`src/rtl/cau_pkg.sv`:
```
// ----------------------------------------------------------------------------
// cau_pkg: shared types and helpers for the complex arithmetic unit
// Fixed point format, operation codes, the divider cell payload and the
// saturating clamp used by the add, subtract, multiply and divide results.
// ----------------------------------------------------------------------------
package cau_pkg;

    localparam int DATA_W  = 32;             // Q16.16 operand width
    localparam int FRAC_W  = 16;             // fraction bits
    localparam int PROD_W  = 2 * DATA_W;     // magnitude product width
    localparam int SUM_W   = PROD_W + 2;     // signed sum of two products
    localparam int QUO_W   = DATA_W;         // quotient bits kept
    localparam int N_CELLS = QUO_W;          // one divider cell per quotient bit

    localparam logic [DATA_W-1:0] MAX_POS = {1'b0, {(DATA_W-1){1'b1}}};
    localparam logic [DATA_W-1:0] MIN_NEG = {1'b1, {(DATA_W-1){1'b0}}};

    typedef enum logic [1:0] {
        MODE_ADD = 2'd0,
        MODE_SUB = 2'd1,
        MODE_MUL = 2'd2,
        MODE_DIV = 2'd3
    } mode_t;

    // One division lane (real or imaginary part)
    typedef struct packed {
        logic              neg;   // sign of the quotient
        logic              ovf;   // quotient does not fit QUO_W bits
        logic [PROD_W-1:0] prem;  // partial remainder, below den while ovf is clear
        logic [QUO_W-1:0]  low;   // dividend bits not yet shifted in
        logic [QUO_W-1:0]  quo;   // quotient bits developed so far
    } lane_t;

    // Item as it travels down the divider chain
    typedef struct packed {
        logic              is_div;
        logic              zdiv;
        logic [PROD_W-1:0] den;
        lane_t             re;
        lane_t             im;
        logic [DATA_W-1:0] res_real; // finished result for non-divide modes
        logic [DATA_W-1:0] res_imag;
        logic              sat;
    } cell_t;

    typedef struct packed {
        logic              sat;
        logic [DATA_W-1:0] val;
    } clamp_t;

    // Signed magnitude to saturated two's complement
    function automatic clamp_t clamp(input logic neg, input logic [PROD_W-1:0] mag);
        clamp_t r;
        r.sat = 1'b0;
        if (neg) begin
            if (mag > {{(PROD_W-DATA_W){1'b0}}, MIN_NEG}) begin
                r.sat = 1'b1;
                r.val = MIN_NEG;
            end
            else begin
                r.val = ~mag[DATA_W-1:0] + 1'b1;
            end
        end
        else begin
            if (mag > {{(PROD_W-DATA_W){1'b0}}, MAX_POS}) begin
                r.sat = 1'b1;
                r.val = MAX_POS;
            end
            else begin
                r.val = mag[DATA_W-1:0];
            end
        end
        return r;
    endfunction

endpackage

```
`src/rtl/cau_div_cell.sv`:
```
// ----------------------------------------------------------------------------
// cau_div_cell: one restoring division step for both lanes
// Shifts one dividend bit into each partial remainder, subtracts the
// divisor where it fits and appends one quotient bit.
// ----------------------------------------------------------------------------
module cau_div_cell (
    input  logic           clk,
    input  logic           rst_n,
    input  logic           in_valid,
    output logic           in_ready,
    input  cau_pkg::cell_t in_data,
    output logic           out_valid,
    input  logic           out_ready,
    output cau_pkg::cell_t out_data
);

    localparam int PW = cau_pkg::PROD_W;
    localparam int QW = cau_pkg::QUO_W;

    logic           v_reg;
    cau_pkg::cell_t d_reg;
    cau_pkg::cell_t d_next;

    function automatic cau_pkg::lane_t step(input cau_pkg::lane_t l, input logic [PW-1:0] den);
        cau_pkg::lane_t r;
        logic [PW:0]    t;
        r = l;
        t = {l.prem, l.low[QW-1]};
        if (t >= {1'b0, den})
        begin
            t      = t - {1'b0, den};
            r.quo  = {l.quo[QW-2:0], 1'b1};
        end
        else
        begin
            r.quo  = {l.quo[QW-2:0], 1'b0};
        end
        r.prem = t[PW-1:0];
        r.low  = {l.low[QW-2:0], 1'b0};
        return r;
    endfunction

    always_comb
    begin
        d_next    = in_data;
        d_next.re = step(in_data.re, in_data.den);
        d_next.im = step(in_data.im, in_data.den);
    end

    assign in_ready = !v_reg || out_ready;

    always_ff @(posedge clk or negedge rst_n)
    begin
        if (!rst_n)
        begin
            v_reg <= 1'b0;
        end
        else if (in_ready)
        begin
            v_reg <= in_valid;
        end
    end

    always_ff @(posedge clk)
    begin
        if (in_ready && in_valid)
        begin
            d_reg <= d_next;
        end
    end

    assign out_valid = v_reg;
    assign out_data  = d_reg;

endmodule

```
`config.mk`:
```
export PLATFORM = sky130hd
export DESIGN_NAME = cau_div_cell
export DESIGN_NICKNAME = d
export VERILOG_FILES = /design/src/rtl/cau_pkg.sv /design/src/rtl/cau_div_cell.sv
export SDC_FILE = /design/constraint.sdc
export NUM_CORES = 1
export LEC_CHECK = 0
export ABC_AREA = 1
export BUFFER_PORTS_ARGS = -buffer_cell sky130_fd_sc_hd__buf_2
export CORE_MARGIN = 5
export CORE_UTILIZATION = 24
export DETAILED_ROUTE_END_ITERATION = 8
export SLEW_MARGIN = 30
export SYNTH_ARGS = -nofsm -noshare
export SYNTH_HDL_FRONTEND = slang
export SYNTH_SLANG_ARGS = --single-unit
```
`constraint.sdc`:
```
create_clock -name clk -period 24.1 [get_ports clk]
set_input_delay 2.41 -clock clk [delete_from_list [all_inputs] [get_ports clk]]
set_output_delay 2.41 -clock clk [all_outputs]
set_load 0.01 [all_outputs]
```
### Yosys cells after proc, flatten, opt, wreduce, memory -nomap -nowiden

Index checks and enable logic that the tools add are counted.

* memories: 0
* input port bits: 395
* flip-flop bits (word level): 390
* latch bits: 0
* ROM bits: 0
* word-level logic and storage cells: 28
* output and inout bits: 393
* RAM bits: 0

* shifts and indexed selects: 0
* $add $sub $neg: 2
* reductions and logical operators: 3
* magnitude comparators: 2
* bitwise logic cells: 0
* div/mod/pow operators: 0
* eq/ne operators: 0
* multipliers: 0
* multiplexer cells: 4

Operator list (count)
* $ge A65 B64 Y1: 2
* $mux W64: 2
* $sub A64 B64 Y64: 2
* $mux W1: 2
* $logic_and A1 B1 Y1: 1
* $logic_not A1 Y1: 1
* $logic_or A1 B1 Y1: 1

### Depth between registers and ports, before layout

* depth in word-level cells: 3
* mapped depth: 19
* depth with buffers taken out: 17

### Worst setup path after synthesis

No wires, ideal clock.

* path type: input-to-reg
* from: input port in_valid
* to: register d_reg, in the netlist out_data[0], enable pin
* setup time: 1.271 ns
* data required time: 22.829 ns
* buffers on the path: 0
* path slack: 1.750 ns
* arrival: 21.079 ns
* cell stages on the path: 2
* cell sequence: inv_1 -> a21oi_1

* word-level cells in the longest chain between the ends: 1

RTL lines
* start: declaration: line cau_div_cell.sv:9 `input logic in_valid,`
* $logic_and A1 B1 Y1: line cau_div_cell.sv:66 `if (in_ready && in_valid)`
* end signal: assignment: line cau_div_cell.sv:68 `d_reg <= d_next;`
* end: declaration: line cau_div_cell.sv:21 `cau_pkg::cell_t d_reg;`

No other way between the ends.
A chain may end at the register's enable or synchronous reset.

### Worst setup path after layout

* from: input port in_valid
* to: register d_reg, in the netlist out_data[321], enable pin

Same word-level chain as after synthesis.

==> results.sh <==
export IMPL_status="completed"
export IMPL_nets=4778
export IMPL_max_cap_violations=0
export IMPL_crit_type="input pin to register"
export IMPL_grt_pass1_wl_um=182700
export IMPL_syn_area_mm2=0.02609
export IMPL_die_height_um=339.7
export IMPL_die_width_um=339.7
export IMPL_yosysTopAreaCell="edfxtp_1"
export IMPL_fmax_mhz=179.4
export IMPL_ys_types=46
export IMPL_grt_util_all_layers=0.2247
export IMPL_required_ps=24350
export IMPL_drive_above_1_share=0.2421
export IMPL_period_needed_ps=5574
export IMPL_timing_final_ws_setup_ps=18530
export IMPL_critPathSlowestCell="buf_4"
export IMPL_io_buffers=783
export IMPL_period_share=0.2313
export IMPL_clk_latency_ps=650
export IMPL_yosys_area_top_type_share=0.4477
export IMPL_drt_iter0_drc=1512
export IMPL_yosys_register_bits=390
export IMPL_cp_data_arrival_time_ps=5830
export IMPL_rows=121
export IMPL_finClkSkew_ps=20.87
export IMPL_ir_drop_mv=0.04540
export IMPL_setup_viol=0
export IMPL_yosys_warnings=0
export IMPL_cts_resized=0
export IMPL_hold_path_class="register to register"
export IMPL_seq_area_frac_synth=0.4487
export IMPL_nFillCells=11880
export IMPL_post_cts_buffers=0
export IMPL_relSlewSlack=0.3901
export IMPL_min_delay_start="out_valid"
export IMPL_initial_utilization=0.2407
export IMPL_synthCells=3448
export IMPL_cts_tree="done"
export IMPL_critPathTopFamily="buffers and inverters"
export IMPL_via_per_inst=4.418
export IMPL_clk_pin_slew_ps=60
export IMPL_ys_top_cells_by_area="edfxtp_1 (45%), nand2_1 (19%), inv_1 (9.7%), ha_1 (6.1%), nand3_1 (5.4%)"
export IMPL_hold_viol_final=0
export IMPL_critPathCaptureType="register"
export IMPL_clock_path_buffers=3
export IMPL_slew_viol_final=0
export IMPL_rsz0062_at_grt="false"
export IMPL_rr_startpoint="out_valid"
export IMPL_cp_start_kind="input pin"
export IMPL_final_antenna_net_count=0
export IMPL_mostFrequentLayoutCells="nand2_1 (1,323), buf_2 (783), inv_1 (673)"
export IMPL_fin_setup_tns_ps=0
export IMPL_htree_levels=2
export IMPL_overflow=0
export IMPL_reg2reg_slack_ps=20030
export IMPL_cts_root_buf="clkbuf_16"
export IMPL_r2r_end="out_data[321]"
export IMPL_grt_pass1_vias=24630
export IMPL_routed_wirelength_um=135200
export IMPL_hold_end="out_valid"
export IMPL_max_slew_worst_pin_slew_ps=914.9
export IMPL_hold_depth=2
export IMPL_design_core_area_mm2=0.1084
export IMPL_pre_cts_ws_ps=17870
export IMPL_dp_hpwl_um=117100
export IMPL_place_congestion=0.9673
export IMPL_path_common_cell="buf_4"
export IMPL_final_common_cell="nand2_1"
export IMPL_r2r_cells=4
export IMPL_num_vias=25340
export IMPL_crit_path_max_incr_delay_ps=820
export IMPL_die_area_mm2=0.1154
export IMPL_critPathMaxFanout=66
export IMPL_cts_hold_buffers=0
export IMPL_clock_sinks=390
export IMPL_syn_avg_cell_area_um2=7.566
export IMPL_antenna_found_initial=62
export IMPL_syn_to_final_growth_pct=28.21
export IMPL_drc=0
export IMPL_path_cells="buf_2 -> inv_1 -> a21oi_4 -> buf_4 -> buf_4 -> buf_4"
export IMPL_io_pins=788
export IMPL_path_buf_inv=5
export IMPL_p_per_area_mw_per_mm2=65.76
export IMPL_drt_pre_antenna_iters=6
export IMPL_avgRoutedWirePerCell_um=23.59
export IMPL_cts_buffers=50
export IMPL_grt_max_degree=71
export IMPL_p_leak_nw=17.48
-- sequential cells by signal, indices dropped and copies added, names as in the netlist --
signal and count:
out_valid 1, out_data 389
-- layer usage --
metal  wire [um]  vias up  track usage
li1            -    12410            -
met1       49460    11750       0.2421
met2       67110      932       0.4063
met3       11790      206      0.07102
met4        6659       32      0.09297
met5         241        -     0.003750
-- through the flow --
step | cell area [um2] | util | hold WS (ps) | std cells | total power [W]
CTS | 33360 | 0.3077 | 656.3 | 5708 | 0.002233
detailed placement | 31560 | 0.2911 | 641.9 | 5614 | 0.001392
global route | 33400 | 0.3081 | 663.4 | 5713 | 0.002308
floorplan | 26090 | - | 609.4 | 3449 | 0.001181
finish | 33450 | 0.3086 | 668.6 | 5734 | 0.002200
global placement | 31550 | 0.2910 | 640.6 | 5614 | 0.001391
-- cells by family after synthesis --
logic type	after synthesis	share of synthesized area
adder cells (fa/ha/maj)	130	0.06292
buffers and inverters	756	0.1148
AO/OA/AOI/OAI	116	0.02532
flip-flops	390	0.4487
other	1	0.0001437
AND/OR/NAND/NOR	1993	0.3273
XOR/XNOR	62	0.02081
-- worst register-to-register path, stage by stage, from the launching register on --
cell and delay [ps]:
dfrtp_1 420, a21oi_4 670, buf_4 820, buf_4 860
buf_4 770
-- Yosys cell counts (all sizes together) --
master,number
inv,711
clkbuf,6
ha,128
nor2,223
a21oi,92
xor2,60
buf,35
fa,2
or2,2
xnor2,2
nand3b,30
edfxtp,389
nand4,17
clkinv,4
o21ai,16
conb,1
nand3,290
o21bai,5
nor3,23
and3,6
and2,4
a21boi,1
dfrtp,1
a21o,2
nor4,10
nand2,1388
-- how the worst max path moves through the flow --
stage | from | end | slack (ps) | cells past startpoint
floorplan | in_valid | out_data[0] | 1750 | 2
global placement | in_data[366] | out_data[308] | 17850 | 11
detailed placement | in_valid | out_data[317] | 17870 | 6
CTS | in_valid | out_data[317] | 18550 | 6
global route | in_valid | out_data[317] | 18340 | 6
finish | in_valid | out_data[321] | 18530 | 6
-- where the power goes --
| part | switching (W) | internal [W] |
|---|---|---|
| Sequential | 0.0000143 | 0.000814 |
| Combinational | 0.000379 | 0.000169 |
| Clock | 0.000333 | 0.000492 |
-- area by class of cell --
class | instances | area [um2] | area share
multi-input cells | 2303 | 11410 | 0.3411
diodes | 25 | 62.56 | 0.001870
inverters | 715 | 2684 | 0.08023
flip-flops and latches | 390 | 11710 | 0.3500
clock buffers | 58 | 1303 | 0.03894
repair buffers | 793 | 4014 | 0.1200
well taps | 1414 | 1769 | 0.05289
clock inverters | 36 | 500.5 | 0.01496
No activity file was read; power rests on OpenSTA's default activity.
