$ cat config.mk
export PLATFORM = sky130hd
export DESIGN_NAME = cau_back
export DESIGN_NICKNAME = d
export VERILOG_FILES = /design/src/rtl/cau_pkg.sv /design/src/rtl/cau_back.sv
export SDC_FILE = /design/constraint.sdc
export NUM_CORES = 1
export LEC_CHECK = 0
export ABC_AREA = 0
export BUFFER_PORTS_ARGS = -buffer_cell sky130_fd_sc_hd__buf_2
export CAP_MARGIN = 15
export CORE_AREA = 2 2 180 182
export DETAILED_ROUTE_END_ITERATION = 10
export DIE_AREA = 0 0 182 184
export PLACE_DENSITY = 0.39
export SLEW_MARGIN = 5
export SYNTH_ARGS = -nofsm -noshare
export SYNTH_HDL_FRONTEND = slang
export SYNTH_SLANG_ARGS = --single-unit
$ cat constraint.sdc
create_clock -name clk -period 5.1 [get_ports clk]
set_clock_uncertainty 0.15 [all_clocks]
set_input_delay 0.765 -clock clk [delete_from_list [all_inputs] [get_ports clk]]
set_output_delay 0.765 -clock clk [all_outputs]
set_load 0.05 [all_outputs]
$ cat src/rtl/cau_pkg.sv
// ----------------------------------------------------------------------------
// cau_pkg: shared types and helpers for the complex arithmetic unit
// Fixed point format, operation codes, the divider cell payload and the
// saturating clamp used by the add, subtract, multiply and divide results.
// ----------------------------------------------------------------------------
package cau_pkg;

    localparam int DATA_W  = 32;             // Q16.16 operand width
    localparam int FRAC_W  = 16;             // fraction bits
    localparam int PROD_W  = 2 * DATA_W;     // magnitude product width
    localparam int SUM_W   = PROD_W + 2;     // signed sum of two products
    localparam int QUO_W   = DATA_W;         // quotient bits kept
    localparam int N_CELLS = QUO_W;          // one divider cell per quotient bit

    localparam logic [DATA_W-1:0] MAX_POS = {1'b0, {(DATA_W-1){1'b1}}};
    localparam logic [DATA_W-1:0] MIN_NEG = {1'b1, {(DATA_W-1){1'b0}}};

    typedef enum logic [1:0] {
        MODE_ADD = 2'd0,
        MODE_SUB = 2'd1,
        MODE_MUL = 2'd2,
        MODE_DIV = 2'd3
    } mode_t;

    // One division lane (real or imaginary part)
    typedef struct packed {
        logic              neg;   // sign of the quotient
        logic              ovf;   // quotient does not fit QUO_W bits
        logic [PROD_W-1:0] prem;  // partial remainder, below den while ovf is clear
        logic [QUO_W-1:0]  low;   // dividend bits not yet shifted in
        logic [QUO_W-1:0]  quo;   // quotient bits developed so far
    } lane_t;

    // Item as it travels down the divider chain
    typedef struct packed {
        logic              is_div;
        logic              zdiv;
        logic [PROD_W-1:0] den;
        lane_t             re;
        lane_t             im;
        logic [DATA_W-1:0] res_real; // finished result for non-divide modes
        logic [DATA_W-1:0] res_imag;
        logic              sat;
    } cell_t;

    typedef struct packed {
        logic              sat;
        logic [DATA_W-1:0] val;
    } clamp_t;

    // Signed magnitude to saturated two's complement
    function automatic clamp_t clamp(input logic neg, input logic [PROD_W-1:0] mag);
        clamp_t r;
        r.sat = 1'b0;
        if (neg) begin
            if (mag > {{(PROD_W-DATA_W){1'b0}}, MIN_NEG}) begin
                r.sat = 1'b1;
                r.val = MIN_NEG;
            end
            else begin
                r.val = ~mag[DATA_W-1:0] + 1'b1;
            end
        end
        else begin
            if (mag > {{(PROD_W-DATA_W){1'b0}}, MAX_POS}) begin
                r.sat = 1'b1;
                r.val = MAX_POS;
            end
            else begin
                r.val = mag[DATA_W-1:0];
            end
        end
        return r;
    endfunction

endpackage

$ cat src/rtl/cau_back.sv
// ----------------------------------------------------------------------------
// cau_back: result selection and output register
// Turns division quotients into saturated results and holds the item
// until the sink takes it.
// ----------------------------------------------------------------------------
module cau_back (
    input  logic                       clk,
    input  logic                       rst_n,
    input  logic                       in_valid,
    output logic                       in_ready,
    input  cau_pkg::cell_t             in_data,
    output logic                       out_valid,
    input  logic                       out_ready,
    output logic [cau_pkg::DATA_W-1:0] res_real,
    output logic [cau_pkg::DATA_W-1:0] res_imag,
    output logic                       zero_divisor,
    output logic                       saturated
);

    localparam int DW = cau_pkg::DATA_W;
    localparam int PW = cau_pkg::PROD_W;
    localparam int QW = cau_pkg::QUO_W;

    logic          v_reg;
    logic [DW-1:0] re_reg, im_reg;
    logic          zd_reg, sat_reg;

    function automatic cau_pkg::clamp_t finish(input cau_pkg::lane_t l);
        cau_pkg::clamp_t r;
        if (l.ovf)
        begin
            r.sat = 1'b1;
            r.val = l.neg ? cau_pkg::MIN_NEG : cau_pkg::MAX_POS;
        end
        else
        begin
            r = cau_pkg::clamp(l.neg, {{(PW-QW){1'b0}}, l.quo});
        end
        return r;
    endfunction

    cau_pkg::clamp_t q_re, q_im;
    logic [DW-1:0]   re_next, im_next;
    logic            sat_next;

    always_comb
    begin
        q_re = finish(in_data.re);
        q_im = finish(in_data.im);
        if (in_data.is_div && !in_data.zdiv)
        begin
            re_next  = q_re.val;
            im_next  = q_im.val;
            sat_next = q_re.sat | q_im.sat;
        end
        else
        begin
            re_next  = in_data.res_real;
            im_next  = in_data.res_imag;
            sat_next = in_data.sat;
        end
    end

    assign in_ready = !v_reg || out_ready;

    always_ff @(posedge clk or negedge rst_n)
    begin
        if (!rst_n)
        begin
            v_reg <= 1'b0;
        end
        else if (in_ready)
        begin
            v_reg <= in_valid;
        end
    end

    always_ff @(posedge clk)
    begin
        if (in_ready && in_valid)
        begin
            re_reg  <= re_next;
            im_reg  <= im_next;
            zd_reg  <= in_data.zdiv;
            sat_reg <= sat_next;
        end
    end

    assign out_valid    = v_reg;
    assign res_real     = re_reg;
    assign res_imag     = im_reg;
    assign zero_divisor = zd_reg;
    assign saturated    = sat_reg;

endmodule

[Word level (Yosys, flattened, before mapping)]
Index checks and enable logic that the tools add are counted.
Word-level totals
  register bits: 67
  output and inout port bits: 68
  logic and storage cells: 36
Cells by class
  add/subtract/negate cells: 2
  magnitude comparators: 4
  mux-type cells: 17
  bitwise operators: 3
  reductions and logical operators: 5
Operator list (number)
  $mux W32: 8
  $mux W33: 4
  $add A32 B1 Y32 const B: 2
  $gt A32 B31 Y1 const B: 2
  $gt A32 B32 Y1 const B: 2
  $not A32 Y32: 2
  $mux W1: 5
  $logic_and A1 B1 Y1: 2
  $logic_not A1 Y1: 2
  $logic_or A1 B1 Y1: 1
  $or A1 B1 Y1: 1

[Depth between registers and ports, before layout]
Gate-level depths: netlist (run 1).
  depth in word-level cells: 7
  mapped depth: 10
  mapped depth without buffers: 8

[Least setup slack after synthesis (run 1)]
OpenSTA, ideal clock, no wires.
  path kind: input to register
  start: input out_ready
  end: register im_reg[0] (netlist: res_imag[0]), enable pin
  setup time: 0.431 ns
  data arrival time: 2.861 ns
  required time: 4.519 ns
  slack: 1.659 ns
  stages on the path: 2
  path buffers: 0
  path through: nand2b_1 and2_1
On the way
  word-level cells in the longest chain between the ends: 2
RTL lines
  start, declared: line cau_back.sv:13  | input logic out_ready,
  $logic_or A1 B1 Y1: line cau_back.sv:64  | assign in_ready = !v_reg || out_ready;
  $logic_and A1 B1 Y1: line cau_back.sv:80  | if (in_ready && in_valid)
  end signal, assigned: line cau_back.sv:83  | im_reg <= im_next;
  end, declared: line cau_back.sv:25  | logic [DW-1:0] re_reg, im_reg;
No other way between the ends.
A chain may end at the register's enable or synchronous reset.

[Final worst setup path (run 1)]
  start: input in_data[196] (netlist name)
  end: register re_reg[29] (netlist: res_real[29]), data pin
On the way
  word-level cells in the longest chain between the ends: 6
  elaborated cells between the ends (all ways): 9
  those cells by class: 1 x add/sub; 2 x order compare; 5 x mux; 1 x bitwise
RTL lines
  start, declared: line cau_back.sv:11  | input cau_pkg::cell_t in_data,
  $not A32 Y32: line cau_pkg.sv:61  | r.val = ~mag[DATA_W-1:0] + 1'b1;
  $add A32 B1 Y32: line cau_pkg.sv:61
  $mux W32: line cau_pkg.sv:56  | if (mag > {{(PROD_W-DATA_W){1'b0}}, MIN_NEG}) begin
  $mux W33 (*): line cau_pkg.sv:55  | if (neg) begin
  $mux W33 (*): line cau_back.sv:30  | if (l.ovf)
  $mux W32 (*): line cau_back.sv:50  | if (in_data.is_div && !in_data.zdiv)
  named net re_next[29]: line cau_back.sv:43  | logic [DW-1:0] re_next, im_next;
  end signal, assigned: line cau_back.sv:82  | re_reg <= re_next;
  end, declared: line cau_back.sv:25
The timed path passes the listed nets; every way through them passes the cells marked *.

==> qor.csv, run 1 <==
stage,metric,value,unit
run_status,run status,"finished, final reports clean",
placed_design,half-perimeter wire length after detailed placement,18830,microns
yosys,post-synth cell types,59,
route,detailed-route via count,5486,
cts,Hold Buf Count CTS,0,
global_routing,number of global-route vias before repair,5262,
critical_path,flop-to-flop setup slack,3.23,ns
critical_path,Max stage delay on crit path,0.65,ns
yosys,count of synthesis-stage warnings from yosys,0,
cts,root buffer cell,clkbuf_16,
timing,slew margin rel.,35.17,%
critical_path,startpoint of the lowest-slack register-to-register path,out_valid$_DFFE_PN0N_,
yosys,combined area of all synthesized cells,4867,sq um
power,ratio of total power to cell area,273.7,nW/um^2
power,Leak,2.445,nW
critical_path,reg2reg end,res_imag[30]$_DFFE_PP_,
yosys,top-area cell type share of the netlist area,40.72,%
route,number of remaining DRC errors,0,
cts,Clock H-tree levels,3,
finish,most common library cell in the layout ignoring fill and taps,buf_2,
floorplanning,vertical die dimension,184,microns
timing,slew at the pin closest to its max-slew limit,0.9725,ns
yosys,gate count after technology mapping,585,
critical_path,kind of critical path,primary input to flip-flop,
route,routed wire length,24250,microns
placed_design,Port Buffer Count,206,
cts,Sink Count,67,
finish,number of nets in the finished design,1175,
critical_path,nature of the critical path startpoint,primary input,
yosys,async set-or-reset flop fraction in the synthesized netlist,1.493,%
finish,"commonest cells after routing, fill and taps aside","buf_2, nor2_1, edfxtp_1",
cts,clk buf depth,2,
floorplanning,Initial Utilization,15.50,%
critical_path,"critical path, cell by cell",buf_2 -> inv_1 -> ha_1 -> or4b_1 -> nor4_4 -> buf_4 -> a41oi_2 -> or2_1 -> or4_1 -> a31oi_1,
global_routing,overall overflow remaining after global route,0,
cts,clock tree from TritonCTS,yes,
timing,setup violators final,0,
critical_path,largest fanout on the critical path,11,
global_routing,first-pass GRT wire length,34960,microns
route,Initial DRC Count,455,
yosys,number of enable-type register cells in the synthesized netlist,66,
global_routing,pin count of the biggest net entering global routing,67,
finish,fraction of final layout cells with drive strength greater than 1,32.06,%
yosys,number of synthesized register bits,67,
critical_path,Critical Path RT,5.14,ns
timing,post-layout minimum cycle time,3.629,ns
power,total power of the final layout,1.837,mW
critical_path,R2R cell count,2,
yosys,synthesized net count,982,
timing,setup repair after global routing missed its margin,no,
yosys,cell taking the most area after synthesis,edfxtp_1,
floorplanning,die outline area,33490,sq um
global_routing,number of antenna violations at the first check in global routing,8,
cts,Clock Latency Late Sink,0.34,ns
route,vias per cell,4.610,
route,Detail Route Antenna Nets,0,
power,peak ir drop on the vdd network,0.0001397,V
floorplanning,Die Width,182,microns
yosys,mean instance size in the synthesized netlist,8.320,sq um
cts,Resize count post-CTS,0,
yosys,leading post-synthesis cells by cell area,"edfxtp_1, nor2_1, nor3_1, o21ai_0, a21oi_1",
route,number of detailed-routing iterations run before antenna repair,4,
finish,fill cell count,3613,
placed_design,Post-Place Setup Slack,1.108,ns
timing,final total negative setup slack,0,ns
timing,"Slew Viols, Final",0,
finish,layout overhead on the synthesized area,37.94,%
yosys,register area share after synthesis,41.23,%
cts,clock edge transition at the registers on the reported setup and hold paths,0.06,ns
floorplanning,row cnt,65,
timing,slack of the critical path,1.471,ns
timing,peak clock frequency supported by timing,275.6,MHz
critical_path,kind of capture point of the worst setup path,flip-flop,
timing,Final Hold Vio Count,0,
critical_path,slowest cell on the critical path,or4b_1,
floorplanning,core region area,31390,sq um
yosys,commonest register cell after synthesis,edfxtp_1,
job,number of maximum-capacitance violations,0,
placed_design,placed standard-cell area,6376,sq um
global_routing,total routing usage reported by global routing,14.19,%
cts,buffers inserted by post-CTS timing repair,0,
timing,final cycle utilization of the critical path,71.15,%
placed_design,Final GP Congestion,0.7980,
finish,area of all placed cells without fillers,6714,sq um
critical_path,Worst Path Arrival,3.67,ns
cts,number of buffers inserted during clock tree synthesis,9,
floorplanning,I/O pin count,463,
hold_path,worst min-delay path class,primary input to async pin,
route,average routed wire per standard cell,20.38,microns
critical path, delay by kind of cell:
kind                     cells  cell delay (ns)
buffers and inverters        3             0.41
adder cells (fa/ha/maj)      1             0.21
AND/OR/NAND/NOR              4             1.89
AO/OA/AOI/OAI                2             0.39
cell families after synthesis:
group	Yosys count	share of synthesized area (%)
fa+ha+maj	2	0.5141
mux	8	1.722
flops	67	41.23
xor+xnor	11	1.979
buf+inv	48	3.805
simple gates	281	28.89
compound gates	168	21.85
metrics by stage:
step                util, %  cells  hold WS [ns]
finish                21.39   1190       0.03472
global placement      20.31   1169        0.3589
CTS                   21.35   1185       0.01845
floorplan                 -    585        0.3194
detailed placement    20.31   1169        0.3813
global route          21.36   1186       0.01895
how the worst max path moves through the flow:
stage                  from                      to  cells past startpoint
2_1_floorplan     out_ready   res_imag[0]$_DFFE_PP_                      2
3_5_place_dp   in_data[196]  res_real[29]$_DFFE_PP_                     10
6_report       in_data[196]  res_real[29]$_DFFE_PP_                     10
5_1_grt        in_data[196]  res_real[28]$_DFFE_PP_                     11
4_1_cts        in_data[196]  res_real[29]$_DFFE_PP_                     10
3_3_place_gp   in_data[196]  res_real[29]$_DFFE_PP_                     10
synth_stat cells (3+ instances only):
library cell,instances
xor2_1,4
nand2b_1,8
nand2_1,41
nand3_1,7
nand3b_1,3
edfxtp_1,66
a21oi_1,40
nor3_1,49
nor2b_1,4
o22ai_1,7
xnor2_1,7
a31oi_1,28
o21a_1,9
nor4b_1,3
nor2_1,101
or4_1,18
buf_2,4
mux2i_1,5
mux2_2,3
o21ai_0,41
clkbuf_1,32
a211oi_1,6
o31ai_1,3
inv_1,11
nor4_1,18
o221ai_1,7
a221oi_1,3
or3_1,15
area by class of cell:
type,count,area (sq um),area share [%]
antenna,5,12.51,0.1864
clock buffer,9,225.2,3.354
clock inverter,7,100.1,1.491
inverter,11,41.29,0.6150
multi-input combinational,470,2696,40.16
sequential,67,2007,29.89
tap,402,503.0,7.492
timing repair buffer,219,1129,16.81
sequential cells by signal (all words and copies together) (netlist names):
register      cells
zero_divisor      1
out_valid         1
res_real         32
res_imag         32
saturated         1
power by group:
group / leakage [nW] / internal (mW) / total [mW] / switching [mW]
sequential: 0.636 / 0.654 / 0.664 / 0.0103
combinational: 1.66 / 0.125 / 0.450 / 0.325
clock: 0.149 / 0.433 / 0.724 / 0.291
total: 2.45 / 1.21 / 1.84 / 0.627
per-layer routing:
| metal | vias up | track usage, % | wire (microns) |
|---|---|---|---|
| met3 | 24 | 3.962 | 1841 |
| met1 | 2591 | 22.50 | 12990 |
| li1 | 2648 | - | - |
| met5 | - | 0 | 46 |
| met2 | 215 | 17.98 | 9004 |
| met4 | 8 | 3.871 | 363 |
(Power assumes the default switching activity.)
==> inputs of run 2 (changes only) <==
--- a/config.mk
+++ b/config.mk
@@ -11,7 +11,7 @@
 export CORE_AREA = 2 2 180 182
 export DETAILED_ROUTE_END_ITERATION = 10
 export DIE_AREA = 0 0 182 184
-export PLACE_DENSITY = 0.39
+export PLACE_DENSITY = 0.4
 export SLEW_MARGIN = 5
 export SYNTH_ARGS = -nofsm -noshare
 export SYNTH_HDL_FRONTEND = slang
==> constraint.sdc (replaced) <==
create_clock -name clk -period 3.15 [get_ports clk]
set_clock_uncertainty 0.15 [all_clocks]
set_input_delay 0.4725 -clock clk [delete_from_list [all_inputs] [get_ports clk]]
set_output_delay 0.4725 -clock clk [all_outputs]
set_load 0.05 [all_outputs]
==> qor.csv, run 2 (synthesis gave the netlist of run 1 again) <==
stage,metric,value,unit
cts,Clock H-tree levels,3,
global_routing,number of antenna violations at the first check in global routing,9,
critical_path,largest fanout on the critical path,6,
floorplanning,core region area,31390,sq um
power,switching share of total power,33.58,%
route,number of detailed-routing iterations run before antenna repair,5,
critical_path,flop-to-flop setup slack,1.37,ns
power,total power of the final layout,2.966,mW
critical_path,nature of the critical path startpoint,primary input,
power,share of power burned in combinational logic,26.8,%
placed_design,placed standard-cell area,6935,sq um
route,vias per cell,4.531,
placed_design,half-perimeter wire length after detailed placement,19940,microns
power,portion of total power attributed to the clock network,37.0,%
route,detailed-route via count,5723,
global_routing,total routing usage reported by global routing,14.51,%
critical_path,Worst Path Arrival,2.95,ns
cts,root buffer cell,clkbuf_16,
floorplanning,I/O pin count,463,
floorplanning,row cnt,65,
route,average routed wire per standard cell,19.56,microns
cts,number of buffers inserted during clock tree synthesis,9,
floorplanning,Die Width,182,microns
hold_path,terminating pin of the worst hold path,out_valid$_DFFE_PN0N_,
placed_design,Final GP Congestion,0.8565,
cts,Hold Buf Count CTS,1,
cts,Sink Count,67,
finish,final standard cell utilization of the core,23.14,%
power,sequential cell fraction of total power,36.2,%
run_status,run status,"finished, final reports clean",
finish,"commonest cells after routing, fill and taps aside","buf_2, nor2_1, buf_4",
cts,clock tree from TritonCTS,yes,
critical_path,R2R cell count,3,
placed_design,Port Buffer Count,206,
finish,number of nets in the finished design,1250,
critical_path,kind of critical path,primary input to flip-flop,
hold_path,Min-Delay Startpoint,in_valid,
cts,buffers inserted by post-CTS timing repair,0,
route,number of remaining DRC errors,0,
hold_path,worst min-delay path class,primary input to flip-flop,
timing,final total negative setup slack,0,ns
power,ratio of total power to cell area,408.3,nW/um^2
timing,slew at the pin closest to its max-slew limit,0.8615,ns
finish,fraction of final layout cells with drive strength greater than 1,37.76,%
global_routing,first-pass GRT wire length,35850,microns
finish,area of all placed cells without fillers,7266,sq um
power,switching power summed over all nets,0.9961,mW
finish,area used by multi-input combinational logic,2688,sq um
power,total internal power,1.970,mW
power,Leak,2.810,nW
global_routing,overall overflow remaining after global route,0,
timing,setup repair after global routing missed its margin,no,
global_routing,number of global-route vias before repair,5548,
hold_path,hold path depth,2,
critical_path,Critical Path RT,3.17,ns
cts,Resize count post-CTS,0,
route,Detail Route Antenna Nets,0,
timing,peak clock frequency supported by timing,341.6,MHz
cts,clk buf depth,2,
finish,fill cell count,3527,
floorplanning,Initial Utilization,15.50,%
timing,post-layout minimum cycle time,2.927,ns
power,peak ir drop on the vdd network,0.0002134,V
critical_path,startpoint of the lowest-slack register-to-register path,out_valid$_DFFE_PN0N_,
floorplanning,die outline area,33490,sq um
critical_path,reg2reg end,res_real[24]$_DFFE_PP_,
finish,layout overhead on the synthesized area,49.28,%
timing,"Slew Viols, Final",0,
finish,most common library cell in the layout ignoring fill and taps,buf_2,
timing,final cycle utilization of the critical path,92.93,%
cts,Clock Latency Late Sink,0.34,ns
floorplanning,vertical die dimension,184,microns
route,Initial DRC Count,460,
finish,FF+latch area,2007,sq um
global_routing,pin count of the biggest net entering global routing,36,
timing,Final Hold Vio Count,0,
timing,setup violators final,0,
critical_path,kind of capture point of the worst setup path,flip-flop,
timing,slew margin rel.,42.18,%
route,routed wire length,24700,microns
cts,clock edge transition at the registers on the reported setup and hold paths,0.07,ns
job,number of maximum-capacitance violations,0,
## run 2: cell types whose count changed in the layout (fill, tap and decap cells not counted), moves of 2 or more
cell and change:
buf_4 +73, clkbuf_8 +2, diode_2 -2, clkinvlp_4 -2
## run 2: per-stage QoR
stage               hold WS, ns  instances  setup slack (ns)
floorplan               0.02691        585            0.1152
global placement         0.1022       1243           -0.1474
detailed placement       0.1026       1243           -0.1423
CTS                      0.1727       1260            0.2021
global route             0.1915       1260           0.04953
finish                   0.1983       1263            0.2228
## run 2: worst max path at each step
stage                            start  cells after the start                      to  slack (ns)
after floorplan           in_data[196]                     10  res_real[25]$_DFFE_PP_        0.12
after global placement     in_data[83]                      9     saturated$_DFFE_PP_       -0.15
after detailed placement  in_data[196]                      9  res_real[25]$_DFFE_PP_       -0.14
after CTS                 in_data[196]                      9  res_real[25]$_DFFE_PP_        0.20
after global routing       in_data[83]                      9     saturated$_DFFE_PP_        0.05
final                     in_data[196]                      9  res_real[25]$_DFFE_PP_        0.22
## run 2: power groups by stage
| stage | clock (mW) | combinational [mW] | sequential, mW |
|---|---|---|---|
| 2_1_floorplan | 0 | 0.228 | 1.29 |
| 3_3_place_gp | 0 | 0.793 | 1.09 |
| 3_5_place_dp | 0 | 0.791 | 1.09 |
| 4_1_cts | 1.14 | 0.796 | 1.07 |
| 5_1_grt | 1.17 | 0.856 | 1.08 |
| 6_report | 1.10 | 0.794 | 1.07 |
## run 2: per-layer routing
layer | vias to the layer above | share of wire [%] | GRT usage [%] | routed length [microns]
li1 | 2789 | - | - | -
met1 | 2681 | 55 | 23.38 | 13460
met2 | 228 | 37 | 18.53 | 9110
met3 | 19 | 7.4 | 3.744 | 1839
met4 | 6 | 1.0 | 3.161 | 256
met5 | - | 0.12 | 0 | 29
## run 2: final cells by class
cell class / count / area share, %
Antenna cell: 3 / 0.1033
Clock buffer: 11 / 3.479
Clock inverter: 5 / 0.8266
Inverter: 11 / 0.5683
Multi-Input combinational cell: 470 / 36.99
Sequential cell: 67 / 27.62
Tap cell: 402 / 6.923
Timing Repair Buffer: 294 / 23.49
## run 2: worst max-delay path: stages
cell and delay [ns]:
buf_2 0.12, inv_1 0.07, ha_1 0.17, or4b_1 0.54
nor4_4 0.31, a41oi_2 0.22, or2_1 0.36, or4_1 0.49
a31oi_1 0.20
